**src/tccw_pkg.sv**
```systemverilog
// Shared types and constants for the text console character writer.
`timescale 1ns / 1ps
package tccw_pkg;

  localparam int unsigned COLUMNS_DEF = 80;
  localparam int unsigned ROWS_DEF    = 25;

  localparam logic [7:0] ATTR_RESET = 8'h07;

  localparam logic [7:0] CODE_BS  = 8'd8;
  localparam logic [7:0] CODE_TAB = 8'd9;
  localparam logic [7:0] CODE_NL  = 8'd10;
  localparam logic [7:0] CODE_VT  = 8'd11;
  localparam logic [7:0] CODE_CR  = 8'd13;

  localparam int unsigned TAB_BLANKS = 4;
  localparam int unsigned VT_ROWS    = 4;
  localparam int unsigned CELL_W     = 16;

  typedef enum logic [1:0] {
    CMD_PUT   = 2'd0,
    CMD_CLEAR = 2'd1,
    CMD_SET   = 2'd2,
    CMD_READ  = 2'd3
  } cmd_e;

  typedef struct packed {
    cmd_e       cmd;
    logic [7:0] char_code;
    logic [6:0] col;
    logic [4:0] row;
  } in_item_t;

  typedef struct packed {
    logic [6:0]  cursor_col;
    logic [4:0]  cursor_row;
    logic [10:0] cursor_offset;
    logic [7:0]  read_char;
    logic [7:0]  read_attr;
  } out_item_t;

endpackage

```
**src/tccw_engine.sv**
```systemverilog
// Command sequencer: cursor, attribute register and cell memory access.
`timescale 1ns / 1ps
module tccw_engine #(
  parameter int unsigned COLUMNS = tccw_pkg::COLUMNS_DEF,
  parameter int unsigned ROWS    = tccw_pkg::ROWS_DEF
) (
  input  logic                                      clk_i,
  input  logic                                      rst_ni,
  input  logic                                      cfg_we_i,
  input  logic [7:0]                                cfg_wdata_i,
  input  logic                                      in_valid_i,
  output logic                                      in_stall_o,
  input  tccw_pkg::in_item_t                        in_data_i,
  output logic                                      res_valid_o,
  input  logic                                      res_take_i,
  output tccw_pkg::out_item_t                       res_data_o,
  output logic                                      ram_we_o,
  output logic                                      ram_re_o,
  output logic [$clog2(COLUMNS*ROWS)-1:0]           ram_addr_o,
  output logic [tccw_pkg::CELL_W-1:0]               ram_wdata_o,
  input  logic [tccw_pkg::CELL_W-1:0]               ram_rdata_i
);
  import tccw_pkg::*;

  localparam int unsigned CELLS = COLUMNS * ROWS;
  localparam int unsigned AW    = $clog2(CELLS);
  localparam int unsigned XW    = $clog2(COLUMNS);
  localparam int unsigned YW    = $clog2(ROWS);
  localparam int unsigned VT_N  = VT_ROWS * COLUMNS;
  localparam int unsigned CNTW  = $clog2(VT_N + 1);

  typedef enum logic [2:0] {
    S_IDLE,
    S_EMIT,
    S_CLEAR,
    S_READ,
    S_RDDATA,
    S_RESP
  } state_e;

  state_e          state_q, state_d;
  logic [XW-1:0]   x_q, x_d;
  logic [YW-1:0]   y_q, y_d;
  logic [CNTW-1:0] cnt_q, cnt_d;
  logic [AW-1:0]   clr_q, clr_d;
  logic [XW-1:0]   rcol_q, rcol_d;
  logic [YW-1:0]   rrow_q, rrow_d;
  logic [7:0]      rchar_q, rchar_d;
  logic [7:0]      rattr_q, rattr_d;
  logic [7:0]      attr_q;

  logic [XW-1:0]   ax;
  logic [YW-1:0]   ay;
  logic [AW-1:0]   mul_addr;
  logic            use_clr;
  logic            adv;
  logic            x_last;
  logic [YW-1:0]   y_next;
  logic            col_ok;
  logic            row_ok;

  assign x_last = (x_q == XW'(COLUMNS - 1));
  assign y_next = (y_q == YW'(ROWS - 1)) ? '0 : y_q + 1'b1;
  assign col_ok = (9'(in_data_i.col) < 9'(COLUMNS));
  assign row_ok = (8'(in_data_i.row) < 8'(ROWS));

  always_comb begin
    state_d     = state_q;
    x_d         = x_q;
    y_d         = y_q;
    cnt_d       = cnt_q;
    clr_d       = clr_q;
    rcol_d      = rcol_q;
    rrow_d      = rrow_q;
    rchar_d     = rchar_q;
    rattr_d     = rattr_q;
    ram_we_o    = 1'b0;
    ram_re_o    = 1'b0;
    ram_wdata_o = {attr_q, 8'h00};
    ax          = x_q;
    ay          = y_q;
    use_clr     = 1'b0;
    adv         = 1'b0;

    case (state_q)
      S_IDLE: begin
        if (in_valid_i) begin
          rchar_d = '0;
          rattr_d = '0;
          state_d = S_RESP;
          case (in_data_i.cmd)
            CMD_PUT: begin
              case (in_data_i.char_code)
                CODE_NL: begin
                  x_d = '0;
                  y_d = y_next;
                end
                CODE_CR: x_d = '0;
                CODE_TAB: begin
                  cnt_d   = CNTW'(TAB_BLANKS);
                  state_d = S_EMIT;
                end
                CODE_BS: begin
                  if (x_q != '0) begin
                    ax       = x_q - 1'b1;
                    x_d      = x_q - 1'b1;
                    ram_we_o = 1'b1;
                  end
                end
                CODE_VT: begin
                  x_d     = '0;
                  cnt_d   = CNTW'(VT_N);
                  state_d = S_EMIT;
                end
                default: begin
                  ram_we_o    = 1'b1;
                  ram_wdata_o = {attr_q, in_data_i.char_code};
                  adv         = 1'b1;
                end
              endcase
            end
            CMD_CLEAR: begin
              clr_d   = '0;
              x_d     = '0;
              y_d     = '0;
              state_d = S_CLEAR;
            end
            CMD_SET: begin
              x_d = col_ok ? XW'(in_data_i.col) : XW'(COLUMNS - 1);
              y_d = row_ok ? YW'(in_data_i.row) : YW'(ROWS - 1);
            end
            CMD_READ: begin
              rcol_d = XW'(in_data_i.col);
              rrow_d = YW'(in_data_i.row);
              if (col_ok && row_ok) begin
                state_d = S_READ;
              end
            end
            default: ;
          endcase
        end
      end
      S_EMIT: begin
        ram_we_o = 1'b1;
        adv      = 1'b1;
        cnt_d    = cnt_q - 1'b1;
        if (cnt_q == CNTW'(1)) begin
          state_d = S_RESP;
        end
      end
      S_CLEAR: begin
        use_clr  = 1'b1;
        ram_we_o = 1'b1;
        clr_d    = clr_q + 1'b1;
        if (clr_q == AW'(CELLS - 1)) begin
          state_d = S_RESP;
        end
      end
      S_READ: begin
        ax       = rcol_q;
        ay       = rrow_q;
        ram_re_o = 1'b1;
        state_d  = S_RDDATA;
      end
      S_RDDATA: begin
        rchar_d = ram_rdata_i[7:0];
        rattr_d = ram_rdata_i[15:8];
        state_d = S_RESP;
      end
      S_RESP: begin
        if (res_take_i) begin
          state_d = S_IDLE;
        end
      end
      default: state_d = S_IDLE;
    endcase

    if (adv) begin
      if (x_last) begin
        x_d = '0;
        y_d = y_next;
      end else begin
        x_d = x_q + 1'b1;
      end
    end
  end

  assign mul_addr   = AW'(ay) * AW'(COLUMNS) + AW'(ax);
  assign ram_addr_o = use_clr ? clr_q : mul_addr;

  assign in_stall_o  = (state_q != S_IDLE);
  assign res_valid_o = (state_q == S_RESP);

  always_comb begin
    res_data_o.cursor_col    = 7'(x_q);
    res_data_o.cursor_row    = 5'(y_q);
    res_data_o.cursor_offset = 11'(mul_addr);
    res_data_o.read_char     = rchar_q;
    res_data_o.read_attr     = rattr_q;
  end

  always_ff @(posedge clk_i or negedge rst_ni) begin
    if (!rst_ni) begin
      state_q <= S_IDLE;
      x_q     <= '0;
      y_q     <= '0;
      cnt_q   <= '0;
      clr_q   <= '0;
      rcol_q  <= '0;
      rrow_q  <= '0;
      rchar_q <= '0;
      rattr_q <= '0;
      attr_q  <= ATTR_RESET;
    end else begin
      state_q <= state_d;
      x_q     <= x_d;
      y_q     <= y_d;
      cnt_q   <= cnt_d;
      clr_q   <= clr_d;
      rcol_q  <= rcol_d;
      rrow_q  <= rrow_d;
      rchar_q <= rchar_d;
      rattr_q <= rattr_d;
      if (cfg_we_i) begin
        attr_q <= cfg_wdata_i;
      end
    end
  end

  a_cursor_range: assert property (@(posedge clk_i) disable iff (!rst_ni)
    (x_q < XW'(COLUMNS - 1)) || (x_q == XW'(COLUMNS - 1)))
    else $error("cursor column out of range");

  a_we_addr_range: assert property (@(posedge clk_i) disable iff (!rst_ni)
    ram_we_o |-> (ram_addr_o < AW'(CELLS - 1)) || (ram_addr_o == AW'(CELLS - 1)))
    else $error("cell write outside screen");

  a_port_exclusive: assert property (@(posedge clk_i) disable iff (!rst_ni)
    !(ram_we_o && ram_re_o))
    else $error("cell read and write in one cycle");

  a_read_data_next: assert property (@(posedge clk_i) disable iff (!rst_ni)
    ram_re_o |=> (state_q == S_RDDATA))
    else $error("read data not captured after read");

  a_resp_release: assert property (@(posedge clk_i) disable iff (!rst_ni)
    (res_valid_o && res_take_i) |=> !res_valid_o && !in_stall_o)
    else $error("result transfer did not release the sequencer");

endmodule
```
**config.mk**
```make
export PLATFORM = sky130hd
export DESIGN_NAME = tccw_engine
export DESIGN_NICKNAME = d
export VERILOG_FILES = /design/src/tccw_pkg.sv /design/src/tccw_engine.sv
export SDC_FILE = /design/constraint.sdc
export NUM_CORES = 1
export LEC_CHECK = 0
export ABC_AREA = 1
export ABC_CLOCK_PERIOD_IN_PS = 4100
export BUFFER_PORTS_ARGS = -buffer_cell sky130_fd_sc_hd__buf_4
export CORE_ASPECT_RATIO = 0.5
export CORE_MARGIN = 5
export CORE_UTILIZATION = 40
export CTS_BUF_LIST = sky130_fd_sc_hd__clkbuf_8
export DETAILED_ROUTE_END_ITERATION = 16
export PLACE_DENSITY_LB_ADDON = 0.1
export SLEW_MARGIN = 20
export SYNTH_ARGS = -nofsm -noshare
export SYNTH_HDL_FRONTEND = slang
export SYNTH_SLANG_ARGS = --single-unit
```
**constraint.sdc**
```tcl
create_clock -name clk_i -period 4.1 [get_ports clk_i]
set_input_delay 0.615 -clock clk_i [delete_from_list [all_inputs] [get_ports clk_i]]
set_output_delay 0.615 -clock clk_i [all_outputs]
set_load 0.01 [all_outputs]
```
# After elaboration in Yosys (flattened, before gate mapping)
# Cells that the tools add are included.
[classes] reduce_logical=22 n_eq_ne=25 mux=55 div=0 bitwise=0 n_shift=0 magnitude_cmp=2 n_addsub=6 mul=1
[op_table] cell="$mux 7" count=9
[op_table] cell="$eq 8x4->1 const B" count=5
[op_table] cell="$mux 5" count=8
[op_table] cell="$mux 8" count=5
[op_table] cell="$pmux 9 s2" count=2
[op_table] cell="$mux 11" count=3
[op_table] cell="$pmux 8 s2" count=2
[op_table] cell="$pmux 7 s2" count=2
[op_table] cell="$pmux 11 s2" count=1
[op_table] cell="$pmux 7 s3" count=1
[op_table] cell="$mux 3" count=6
[op_table] cell="$mux 9" count=2
[op_table] cell="$pmux 3 s6" count=1
[op_table] cell="$pmux 5 s3" count=1
[op_table] cell="$reduce_and 4->1" count=3
[op_table] cell="$add 11x1->11 const B" count=1
[op_table] cell="$add 11x7->11" count=1
[op_table] cell="$eq 11x11->1 const B" count=1
[op_table] cell="$reduce_bool 2->1" count=5
[op_table] cell="$eq 9x1->1 const B" count=1
[op_table] cell="$pmux 3 s3" count=1
[op_table] cell="$sub 9x1->9 const B" count=1
[op_table] cell="$mux 1" count=8
[op_table] cell="$add 7x1->7 const B" count=1
[op_table] cell="29 further kinds" count=40
[totals] mem_count=0 output_inout_bits=70 latch_bits=0 rom_bits=0 regBits=71 mem_bits_rw=0

# Longest topological paths before layout
# Gate-level depths: netlist (run 1).
[depth] ltp_word=8 ltp_mapped=16 depth_no_buf=16

# Least setup slack after synthesis (run 1)
# OpenSTA, ideal clock, no wires.
[synth_timing] path_type="reg-to-output" start="register state_q[2]" end="output ram_addr_o[9]" t_required_ns=3.485 slack_ns=0.518 arrival_time_ns=2.967 path_stages_with_launch=12 cell_sequence="dfrtp_1 -> inv_2 -> nand3_2 -> clkbuf_1 -> o21ai_0 -> ha_1 -> ha_1 -> fa_1 -> and3_1 -> xnor2_1 -> nand2_1 -> o21ai_0"
[synth_rtl] item="start, declared" line="tccw_engine.sv:41" text="state_e state_q, state_d;"
[synth_rtl] item="start signal, assigned" line="tccw_engine.sv:215" text="state_q <= state_d;"
[synth_rtl] item="end, declared" line="tccw_engine.sv:19" text="output logic [$clog2(COLUMNS*ROWS)-1:0] ram_addr_o,"

# Worst setup path after layout (run 1)
[layout_timing] start="register state_q[2]" end="output ram_addr_o[10]"
[layout_via] elab_chain_cells=5 word_cells_on_any_way=9
[layout_lines] item="$eq 3x2->1" line="tccw_engine.sv:85" text="case (state_q)"
[layout_lines] item="$mux 5" line="tccw_engine.sv:85"
[layout_lines] item="$mul 5x3->7" line="tccw_engine.sv:188" text="assign mul_addr = AW'(ay) * AW'(COLUMNS) + AW'(ax);"
[layout_lines] item="$add 11x7->11" line="tccw_engine.sv:188"
[layout_lines] item="$mux 11 (*)" line="tccw_engine.sv:189" text="assign ram_addr_o = use_clr ? clr_q : mul_addr;"
# Mark *: on every way between the ends. The rest lies on a longest branch, timed or not.

==> results of run 1 <==
layout make-up:
cell class	instances	area [µm²]	share of cell area (%)
Tap cell	165	206	3.36
Sequential cell	71	1780	29.0
Inverter	83	317	5.15
Timing Repair Buffer	129	968	15.8
Multi-Input combinational cell	489	2700	43.9
Clock buffer	10	138	2.24
Clock inverter	6	37.5	0.611
power by group through the flow:
stage,combinational (mW),clock (mW),sequential [mW]
2_1_floorplan,1.62,0,1.25
3_3_place_gp,2.64,0,1.25
3_5_place_dp,2.65,0,1.26
4_1_cts,2.67,0.527,1.25
5_1_grt,2.97,0.563,1.30
6_report,2.65,0.505,1.25
what timing repair did:
| action | in CTS | in global routing |
|---|---|---|
| buffers inserted | 0 | 1 |
| resized for setup | 1 | 6 |
| pin swaps | 0 | 1 |
| setup endpoints to repair | 3 | 4 |
state kept, by name, indices dropped and copies added (netlist names):
register and cells:
attr_q 8, clr_q 11, cnt_q 9, rattr_q 8
rchar_q 8, rcol_q 7, rrow_q 5, state_q 3
x_q 7, y_q 5
metal layers:
layer,up-vias,part of all wire [%],track usage (%)
li1,2423,-,-
met1,2201,50,26.4
met2,135,43,30.5
met3,9,6.2,5.18
met4,0,0.73,3.82
met5,-,0,0
final timing paths:
check / startpoint / endpoint / slack (ps) / depth (start not counted)
setup / recovery: state_q[2]$_DFFE_PN0P_ / ram_addr_o[10] / 250 / 12
hold / removal: rst_ni / y_q[1]$_DFF_PN0_ / 380 / 1
setup reg to reg: state_q[2]$_DFFE_PN0P_ / state_q[2]$_DFFE_PN0P_ / 1670 / 7
hold reg to reg: rattr_q[7]$_DFFE_PN0P_ / rattr_q[7]$_DFFE_PN0P_ / 500 / 1
max in group asynchronous: rst_ni / x_q[0]$_DFFE_PN0P_ / 3090 / 1
min in group clk_i: ram_rdata_i[10] / rattr_q[2]$_DFFE_PN0P_ / 480 / 2
logic make-up after synthesis:
family / Yosys count / synth area share [%]
and+or+nand+nor: 329 / 29.9
AOI/OAI and AO/OA: 110 / 13.8
buffers and inverters: 99 / 8.12
adders and majority gates: 23 / 6.22
xor gates and xnor gates: 17 / 3.06
DFF: 71 / 36.6
muxes: 10 / 2.31
cell usage in the layout, fill, tap and decap left out, drive strengths merged:
cell        n
nand2     176
buf       129
inv        84
dfrtp      68
nor2       68
nand3      58
o21ai      56
ha         21
a22o       17
xor2       13
nand4      12
a21oi      12
o22ai      10
mux2       10
clkbuf     10
nor3        7
a31oi       4
xnor2       4
nand3b      3
o21a        3
o221ai      3
dfstp       3
clkinv      3
nor4        2
o211ai      2
fa          2
clkinvlp    2
a21boi      1
o32ai       1
o31ai       1
or2         1
and2        1
and3        1
stage by stage:
step	util [%]	instance area (µm²)	hold WS [ps]	setup WS, ps	instances
2_1_floorplan	-	4870	319	518	659
3_3_place_gp	50.1	5950	475	418	936
3_5_place_dp	50.1	5950	481	314	936
4_1_cts	51.6	6130	430	117	952
5_1_grt	51.7	6150	460	6.47	953
6_report	51.7	6150	377	254	953
==> out/metrics.yaml, run 1 <==
floorplanning:
  coreArea_mm2: 0.0119
  num_rows: 28
  io_pins: 121
  fp.dieArea_mm2: 0.0146
  die_y_um: 88
  die_w_um: 166
  start_util_pct: 41.0
final_layout:
  synthToLayoutAreaGrowth_pct: 26.3
  fillers: 1206
  layout.nets: 857
  n_antenna_cell: 0
  drive_gt1_share_pct: 23.5
timing:
  fmax_ghz: 0.260
  worst_pin_slew_ps: 912
  slew_violations: 0
  setup_viol: 0
  tns_ps: 0
  fin_crit_ps: 3850
  fin_crit_sh_pct: 93.8
  finalHoldViolCount: 0
  clock_skew_ps: 10.8
  rsz0062_at_grt: "no"
  slew_headroom_pct: 39.2
pwr:
  p_per_area_mw_per_mm2: 717
  p_seq_share_pct: 28.4
  vdd_drop_max_mv: 0.266
  power_frac_comb_pct: 60.1
  p_int_mw: 2.36
  total_leakage_power_nw: 3.20
  fin_total_pwr_mw: 4.41
  switching_power_mw: 2.05
  power_frac_clock_pct: 11.4
  swShare_pct: 46.4
detailed_routing:
  remaining_drc_errors: 0
  drt_iter0_drc: 270
  wl_per_cell_um: 14.3
  dr.pass1.iters: 5
  vias: 4768
  drt_wl_total_um: 13700
  detail_route.vias_per_cell: 5.00
  antenna_left: 0
placed_design:
  gp_congestion: 0.885
  port_buffers: 120
  place_hpwl_um: 10600
global_routing:
  gr-total-overflow: 0
  grtUsageTotal_pct: 19.1
  grt_max_degree: 72
  grt_pass1_vias: 4425
  grt_pass1_wl_um: 22300
  antenna_found_initial: 0
setup_path:
  worst_ep_arrival_time_ps: 3230
  crit_type: "register to output port"
  crit_path_max_fanout: 11
  endpoint_kind: "output port"
  worst_ep_required_time_ps: 3480
  path_delay_family: "adder cells"
  cpMaxStageDelayCell: "dfrtp_1"
  path_cells: "inv_2 -> nand3_2 -> o21ai_2 -> ha_1 -> ha_1 -> fa_1 -> xnor2_1 -> nor2_1 -> or2_1 -> nand3_1 -> nand2_1 -> buf_4"
  crit_buf_inv: 2
  startpoint_type: "register"
  cpMostUsedCell: "ha_1"
  cp_slowest_stage_delay_ps: 440
clocking:
  cts_root_buffer: "clkbuf_8"
  cts.sinks: 71
  cts_hold_buf: 0
  cts_max_level: 3
  cts_buffers: 9
  clock_path_buffers: 2
  clock_latency_ps: 360
  clk_pin_slew_worst_paths_ps: 80
  cts_tree: "built"
synthesis:
  synthFlopType: "dfrtp_1"
  yosys_warnings: 0
  syn_avg_cell_area_um2: 7.39
  async_flop_share_pct: 100
  yosysMostFrequentCell: "nand2_1"
  synthCells: 659
  synthTopCellsByCount: "170 x nand2_1, 77 x inv_1, 68 x dfrtp_1, 62 x nor2_1, 55 x nand3_1"
  syn_nets: 733
  yosys-top-cells-area: "dfrtp_1 35%, nand2_1 13%, inv_1 5.9%"
  ys_seq_area_share_pct: 36.6
  ys_ff_latch: 71
  yosysUniqueCellTypes: 45
  synth_top_cell_area_share_pct: 35.0
  mappedNetlistArea_mm2: 0.00487
  synth_area_leader_cell: "dfrtp_1"
  synth_edf_count: 0
job:
  max-cap-violations: 0
run_status:
  status: "completed"
hold_path:
  hold_path_class: "input pin to async pin"
Note: power is estimated with default switching activity, not from simulation.
==> run 2: changes to the inputs <==
--- a/config.mk
+++ b/config.mk
@@ -9,11 +9,12 @@
 export ABC_CLOCK_PERIOD_IN_PS = 4100
 export BUFFER_PORTS_ARGS = -buffer_cell sky130_fd_sc_hd__buf_4
 export CORE_ASPECT_RATIO = 0.5
-export CORE_MARGIN = 5
+export CORE_MARGIN = 10
 export CORE_UTILIZATION = 40
 export CTS_BUF_LIST = sky130_fd_sc_hd__clkbuf_8
 export DETAILED_ROUTE_END_ITERATION = 16
 export PLACE_DENSITY_LB_ADDON = 0.1
+export SETUP_SLACK_MARGIN = 0.2
 export SLEW_MARGIN = 20
 export SYNTH_ARGS = -nofsm -noshare
 export SYNTH_HDL_FRONTEND = slang
==> run 2 against run 1 <==
  * Die area increased by 18%
  * Register-to-register slack improved by 20 ps
  * Design area increased by 2.8%
  * Utilization increased by 1.6 points
  * Hold slack improved by 10 ps
  * Via count increased by 1.6%
==> out/metrics.yaml, run 2 (synthesis results as in run 1) <==
run_status:
  status: "completed"
timing:
  fin_crit_ps: 3780
  clock_skew_ps: 8.31
  fin_crit_sh_pct: 92.1
  slew_headroom_pct: 38.9
  hold_slack_ps: 387
  tns_ps: 0
  setup_viol: 0
  finalHoldViolCount: 0
  rsz0062_at_grt: "no"
  slew_violations: 0
  fin_ws_ps: 325
  worst_pin_slew_ps: 916
  fmax_ghz: 0.265
pwr:
  p_seq_share_pct: 26.9
  p_int_mw: 2.56
  power_frac_clock_pct: 13.4
  switching_power_mw: 2.13
  p_per_area_mw_per_mm2: 742
  power_frac_comb_pct: 59.7
  vdd_drop_max_mv: 0.304
  total_leakage_power_nw: 3.27
  swShare_pct: 45.4
detailed_routing:
  remaining_drc_errors: 0
  drt_iter0_drc: 305
  detail_route.vias_per_cell: 5.06
  wl_per_cell_um: 15.2
  met2_length_um: 6250
  vias: 4845
  dr.pass1.iters: 5
  route.met3.wl_um: 963
  drt_wl_total_um: 14600
  antenna_left: 0
  m1WireLength_um: 7190
  topRoutingLayerUsed: "met4"
clocking:
  cts_hold_buf: 0
  cts_root_buffer: "clkbuf_8"
  clk_pin_slew_worst_paths_ps: 70
  cts_tree: "built"
  cts.sinks: 71
  cts_max_level: 3
  clock_latency_ps: 360
  cts_buffers: 9
  clock_path_buffers: 2
setup_path:
  startpoint_type: "register"
  worst_ep_required_time_ps: 3480
  cp_slowest_stage_delay_ps: 460
  critPathCapture: "ram_addr_o[10]"
  worst_ep_arrival_time_ps: 3160
  rr_startpoint: "state_q[0]$_DFFE_PN0P_"
  endpoint_kind: "output port"
  crit_start: "state_q[2]$_DFFE_PN0P_"
  path_cells: "inv_4 -> nand3_4 -> nand2_1 -> o21ai_4 -> ha_1 -> ha_1 -> fa_1 -> xnor2_2 -> nor2_1 -> or2_1 -> nand3_1 -> nand2_1 -> buf_4"
  r2r-end: "state_q[2]$_DFFE_PN0P_"
  cpMaxStageDelayCell: "dfrtp_2"
  crit_type: "register to output port"
  crit_path_max_fanout: 11
  r2r_slack_ps: 1690
  reg2reg_depth: 7
placed_design:
  dp_slack_ps: 296
  dp_cells: 936
  port_buffers: 120
  place_hpwl_um: 11400
  gp_congestion: 0.887
final_layout:
  n_antenna_cell: 0
  synthToLayoutAreaGrowth_pct: 29.8
  layout.nets: 862
  largestRegisters: "clr_q x11, cnt_q x9"
  top_register: "clr_q"
  drive_gt1_share_pct: 25.5
  largest_reg_flops: 11
  final_util_pct: 53.3
  fin_cells: 958
  layout_commonest_cell: "nand2_1"
  final_cell_mix: "168 x nand2_1, 134 x buf_4, 77 x inv_1, 64 x dfrtp_1, 61 x nor2_1"
floorplanning:
  die_w_um: 176
  fp.dieArea_mm2: 0.0172
  die_y_um: 98
  num_rows: 28
  start_util_pct: 41.1
  io_pins: 121
  coreArea_mm2: 0.0118
job:
  max-cap-violations: 0
global_routing:
  grt_max_degree: 72
  grt_pass1_wl_um: 24000
  grt_pass1_vias: 4646
  antenna_found_initial: 0
  grtUsageTotal_pct: 16.8
  gr-total-overflow: 0
hold_path:
  hold_path_class: "input pin to async pin"
run 2: changes by cell type in the layout (fill, tap and decap cells not counted), sizes merged:
cell,previous run,this run
clkinv,3,2
clkinvlp,2,1
bufinv,0,2
buf,129,134
run 2: per-stage QoR:
stage               instance area [µm²]  total power [mW]
global route                       6320              5.12
floorplan                          4870              2.87
CTS                                6180              4.60
finish                             6320              4.69
global placement                   5950              3.92
detailed placement                 5950              3.95
run 2: worst min path at each step:
stage | start | endpoint | depth (start not counted)
after global routing | rst_ni | cnt_q[2]$_DFFE_PN0P_ | 1
after global placement | rcol_q[6]$_DFFE_PN0P_ | rcol_q[6]$_DFFE_PN0P_ | 1
after floorplan | rst_ni | attr_q[3]$_DFFE_PN0P_ | 0
final | rst_ni | cnt_q[2]$_DFFE_PN0P_ | 1
after detailed placement | rcol_q[6]$_DFFE_PN0P_ | rcol_q[6]$_DFFE_PN0P_ | 1
after CTS | rst_ni | y_q[1]$_DFF_PN0_ | 1
run 2: worst max-delay path, delay by kind of cell (launching register included):
| kind | cells | cell delay [ps] |
|---|---|---|
| AO/OA/AOI/OAI | 1 | 100 |
| AND/OR/NAND/NOR | 6 | 810 |
| flip-flops | 1 | 460 |
| adder cells (fa/ha/maj) | 3 | 930 |
| XOR/XNOR | 1 | 250 |
| buffers and inverters | 2 | 260 |
run 2: final cells by class:
| class | count | area, µm² |
|---|---|---|
| Tap cell | 165 | 206 |
| Timing Repair Buffer | 134 | 1010 |
| Inverter | 83 | 319 |
| Fill cell | 1170 | 5530 |
| Sequential cell | 71 | 1790 |
| Multi-Input combinational cell | 489 | 2780 |
| Clock inverter | 6 | 85.1 |
| Clock buffer | 10 | 138 |
run 2: power by group through the flow:
| stage | combinational, mW | clock (mW) | sequential [mW] |
|---|---|---|---|
| after detailed placement | 2.69 | 0 | 1.26 |
| after CTS | 2.71 | 0.649 | 1.25 |
| after global routing | 3.14 | 0.678 | 1.30 |
| final | 2.80 | 0.628 | 1.26 |
| after floorplan | 1.62 | 0 | 1.25 |
| after global placement | 2.67 | 0 | 1.25 |
run 2: metal layers:
metal,GRT usage (%),vias up
met5,0,-
met4,4.27,0
met3,4.73,12
met2,25.2,164
met1,23.3,2230
li1,-,2439
run 2: what timing repair did:
action	4_1_cts	5_1_grt
setup endpoints to repair	5	6
buffers inserted	0	6
gates resized for setup	4	23
pin swaps	0	2
gates cloned	0	0
==> run 3: changes to the inputs <==
--- a/config.mk
+++ b/config.mk
@@ -5,15 +5,15 @@
 export SDC_FILE = /design/constraint.sdc
 export NUM_CORES = 1
 export LEC_CHECK = 0
-export ABC_AREA = 1
 export ABC_CLOCK_PERIOD_IN_PS = 4100
 export BUFFER_PORTS_ARGS = -buffer_cell sky130_fd_sc_hd__buf_4
 export CORE_ASPECT_RATIO = 0.5
 export CORE_MARGIN = 10
-export CORE_UTILIZATION = 40
+export CORE_UTILIZATION = 30
 export CTS_BUF_LIST = sky130_fd_sc_hd__clkbuf_8
 export DETAILED_ROUTE_END_ITERATION = 16
 export PLACE_DENSITY_LB_ADDON = 0.1
+export RECOVER_POWER = 100
 export SETUP_SLACK_MARGIN = 0.2
 export SLEW_MARGIN = 20
 export SYNTH_ARGS = -nofsm -noshare
==> run 3 against run 2 <==
  * The run now ends with capacitance limit, slew limit left
  * Die area increased by 20%
  * Clock-buffer cell count shrank 1
  * Sequential power is 6% lower
  * Routed wire length grew 1.4%
  * Power is 14% lower
  * Synthesized cell count fell by 26%
  * Fmax shrank 3.6%
  * Area after synthesis down 7.3%
  * First-iteration DRC count is 32% lower
  * Worst setup slack worse by 140 ps
  * Flip-flop and latch count unchanged
  * Largest power group unchanged
==> out/metrics.yaml, run 3 <==
placed_design:
  dp_slack_ps: -10.7
  place_hpwl_um: 11200
  port_buffers: 120
  gp_congestion: 0.870
  placedInstanceArea_mm2: 0.00570
synthesis:
  syn_avg_cell_area_um2: 9.21
  synth_edf_count: 0
  synthCells: 490
  synth_top_cell_area_share_pct: 37.7
  mappedNetlistArea_mm2: 0.00451
  synth_area_leader_cell: "dfrtp_1"
  ys_ff_latch: 71
  synthFlopType: "dfrtp_1"
  yosys_warnings: 0
  synthTopCellsByCount: "68 x dfrtp_1, 61 x nand2_1, 55 x nor2_1, 25 x mux2_2, 23 x o21ai_0"
  yosysMostFrequentCell: "dfrtp_1"
  syn_nets: 564
  yosys-top-cells-area: "dfrtp_1 38%, mux2_2 6.2%, ha_1 5.8%"
  yosysUniqueCellTypes: 63
  ys_seq_area_share_pct: 39.5
  async_flop_share_pct: 100
setup_path:
  path_delay_family: "simple AND/OR/NAND/NOR gates"
  reg2reg_depth: 9
  path_cells: "buf_6 -> or4b_4 -> nor3_4 -> and3_4 -> nor2_4 -> a221o_1 -> fa_2 -> a21o_1 -> nand4_1 -> xnor2_1 -> xor2_1 -> nand2_1 -> nand2_1 -> clkbuf_2"
  crit_type: "input pin to output port"
  r2r-end: "x_q[6]$_DFFE_PN0P_"
  rr_startpoint: "state_q[0]$_DFFE_PN0P_"
  endpoint_kind: "output port"
  cpMostUsedCell: "nand2_1"
  crit_buf_inv: 2
  critPathCapture: "ram_addr_o[10]"
  cp_slowest_stage_delay_ps: 550
  worst_ep_required_time_ps: 3480
  cpMaxStageDelayCell: "or4b_4"
  cp.depth: 14
  startpoint_type: "input pin"
  r2r_slack_ps: 540
  crit_path_max_fanout: 3
  worst_ep_arrival_time_ps: 3300
  crit_start: "in_data_i[18]"
final_layout:
  largestRegisters: "clr_q x11, cnt_q x9"
  final_cell_mix: "78 x buf_4, 67 x dfrtp_1, 62 x clkbuf_1, 59 x nand2_1, 53 x nor2_1"
  n_antenna_cell: 0
  drive_gt1_share_pct: 27.0
  layout_commonest_cell: "buf_4"
  final_util_pct: 40.6
  top_register: "clr_q"
  largest_reg_flops: 11
  synthToLayoutAreaGrowth_pct: 31.2
  layout.nets: 707
  final_area_mm2: 0.00592
  fillers: 1564
timing:
  tns_ps: 0
  fin_ws_ps: 185
  slew_violations: 72
  fin_crit_ps: 3910
  clock_skew_ps: 14.3
  rsz0062_at_grt: "yes"
  slew_headroom_pct: -25.1
  fmax_ghz: 0.255
  finalHoldViolCount: 0
  worst_pin_slew_ps: 1880
  setup_viol: 0
  fin_crit_sh_pct: 95.5
clocking:
  cts_max_level: 3
  cts_buffers: 9
  cts_tree: "built"
  clock_latency_ps: 360
  cts.sinks: 71
  clk_pin_slew_worst_paths_ps: 90
  clock_path_buffers: 2
  cts_root_buffer: "clkbuf_8"
floorplanning:
  die_w_um: 193
  fp.dieArea_mm2: 0.0206
  num_rows: 31
  coreArea_mm2: 0.0146
  start_util_pct: 30.9
  io_pins: 121
  die_y_um: 107
global_routing:
  grt_pass1_wl_um: 23500
  antenna_found_initial: 0
  grt_max_degree: 72
  gr-total-overflow: 0
  grtUsageTotal_pct: 13.9
  grt_pass1_vias: 4265
pwr:
  total_leakage_power_nw: 2.69
  p_per_area_mw_per_mm2: 679
  fin_total_pwr_mw: 4.02
  vdd_drop_max_mv: 0.217
hold_path:
  hold_path_class: "input pin to register"
detailed_routing:
  vias: 4193
  wl_per_cell_um: 17.7
  remaining_drc_errors: 0
  detail_route.vias_per_cell: 5.02
  drt_iter0_drc: 208
  drt_wl_total_um: 14800
  dr.pass1.iters: 4
  antenna_left: 0
run_status:
  status: "complete, but fails checks"
  violations: "capacitance limit, slew limit"
job:
  max-cap-violations: 1
run 3: per-layer routing:
metal | part of all wire (%) | vias to the layer above | global-route usage [%]
met3 | 5.8 | 11 | 4.51
li1 | - | 2047 | -
met4 | 0.79 | 0 | 2.92
met5 | 0 | - | 0
met2 | 44 | 105 | 22.0
met1 | 49 | 2030 | 18.1
run 3: worst min path at each step:
stage | cells past startpoint | endpoint | startpoint | slack [ps]
global route | 2 | rchar_q[2]$_DFFE_PN0P_ | ram_rdata_i[2] | 450
global placement | 1 | rattr_q[6]$_DFFE_PN0P_ | rattr_q[6]$_DFFE_PN0P_ | 480
detailed placement | 1 | rattr_q[4]$_DFFE_PN0P_ | rattr_q[4]$_DFFE_PN0P_ | 480
CTS | 1 | rchar_q[4]$_DFFE_PN0P_ | rst_ni | 430
floorplan | 0 | attr_q[3]$_DFFE_PN0P_ | rst_ni | 320
finish | 2 | rattr_q[7]$_DFFE_PN0P_ | ram_rdata_i[15] | 470
run 3: timing repair:
item                       in CTS  in global routing
setup endpoints to repair       5                  8
resized for setup              14                 24
setup buffers                   7                 10
pin swaps                      11                 20
hold buffers                    0                  0
run 3: report_power, final:
part / total [mW] / leakage, nW / switching, mW / internal [mW]
clock: 0.594 / 0.101 / 0.306 / 0.288
combinational: 2.24 / 1.72 / 1.25 / 0.990
sequential: 1.19 / 0.873 / 0.242 / 0.949
run 3: cells by family after synthesis:
kind of cell | count (synthesis) | share of synthesized area (%)
compound gates | 116 | 18.4
mux | 30 | 7.35
flops | 71 | 39.5
buf+inv | 37 | 3.44
fa+ha+maj | 23 | 6.71
xor+xnor | 19 | 3.69
simple gates | 194 | 21.0
run 3: area by class of cell:
type                       instances  area, µm²  share of cell area [%]
multi-input combinational        382       2700                    45.5
sequential                        71       1780                    30.1
timing repair buffer             152        930                    15.7
tap                              198        248                    4.18
clock buffer                       9        124                    2.09
clock inverter                     7       77.6                    1.31
inverter                          17       63.8                    1.08
run 3: stage by stage:
| stage | hold slack, ps | cells |
|---|---|---|
| final | 472 | 836 |
| after global routing | 447 | 836 |
| after CTS | 430 | 826 |
| after detailed placement | 484 | 803 |
| after global placement | 485 | 803 |
| after floorplan | 319 | 490 |
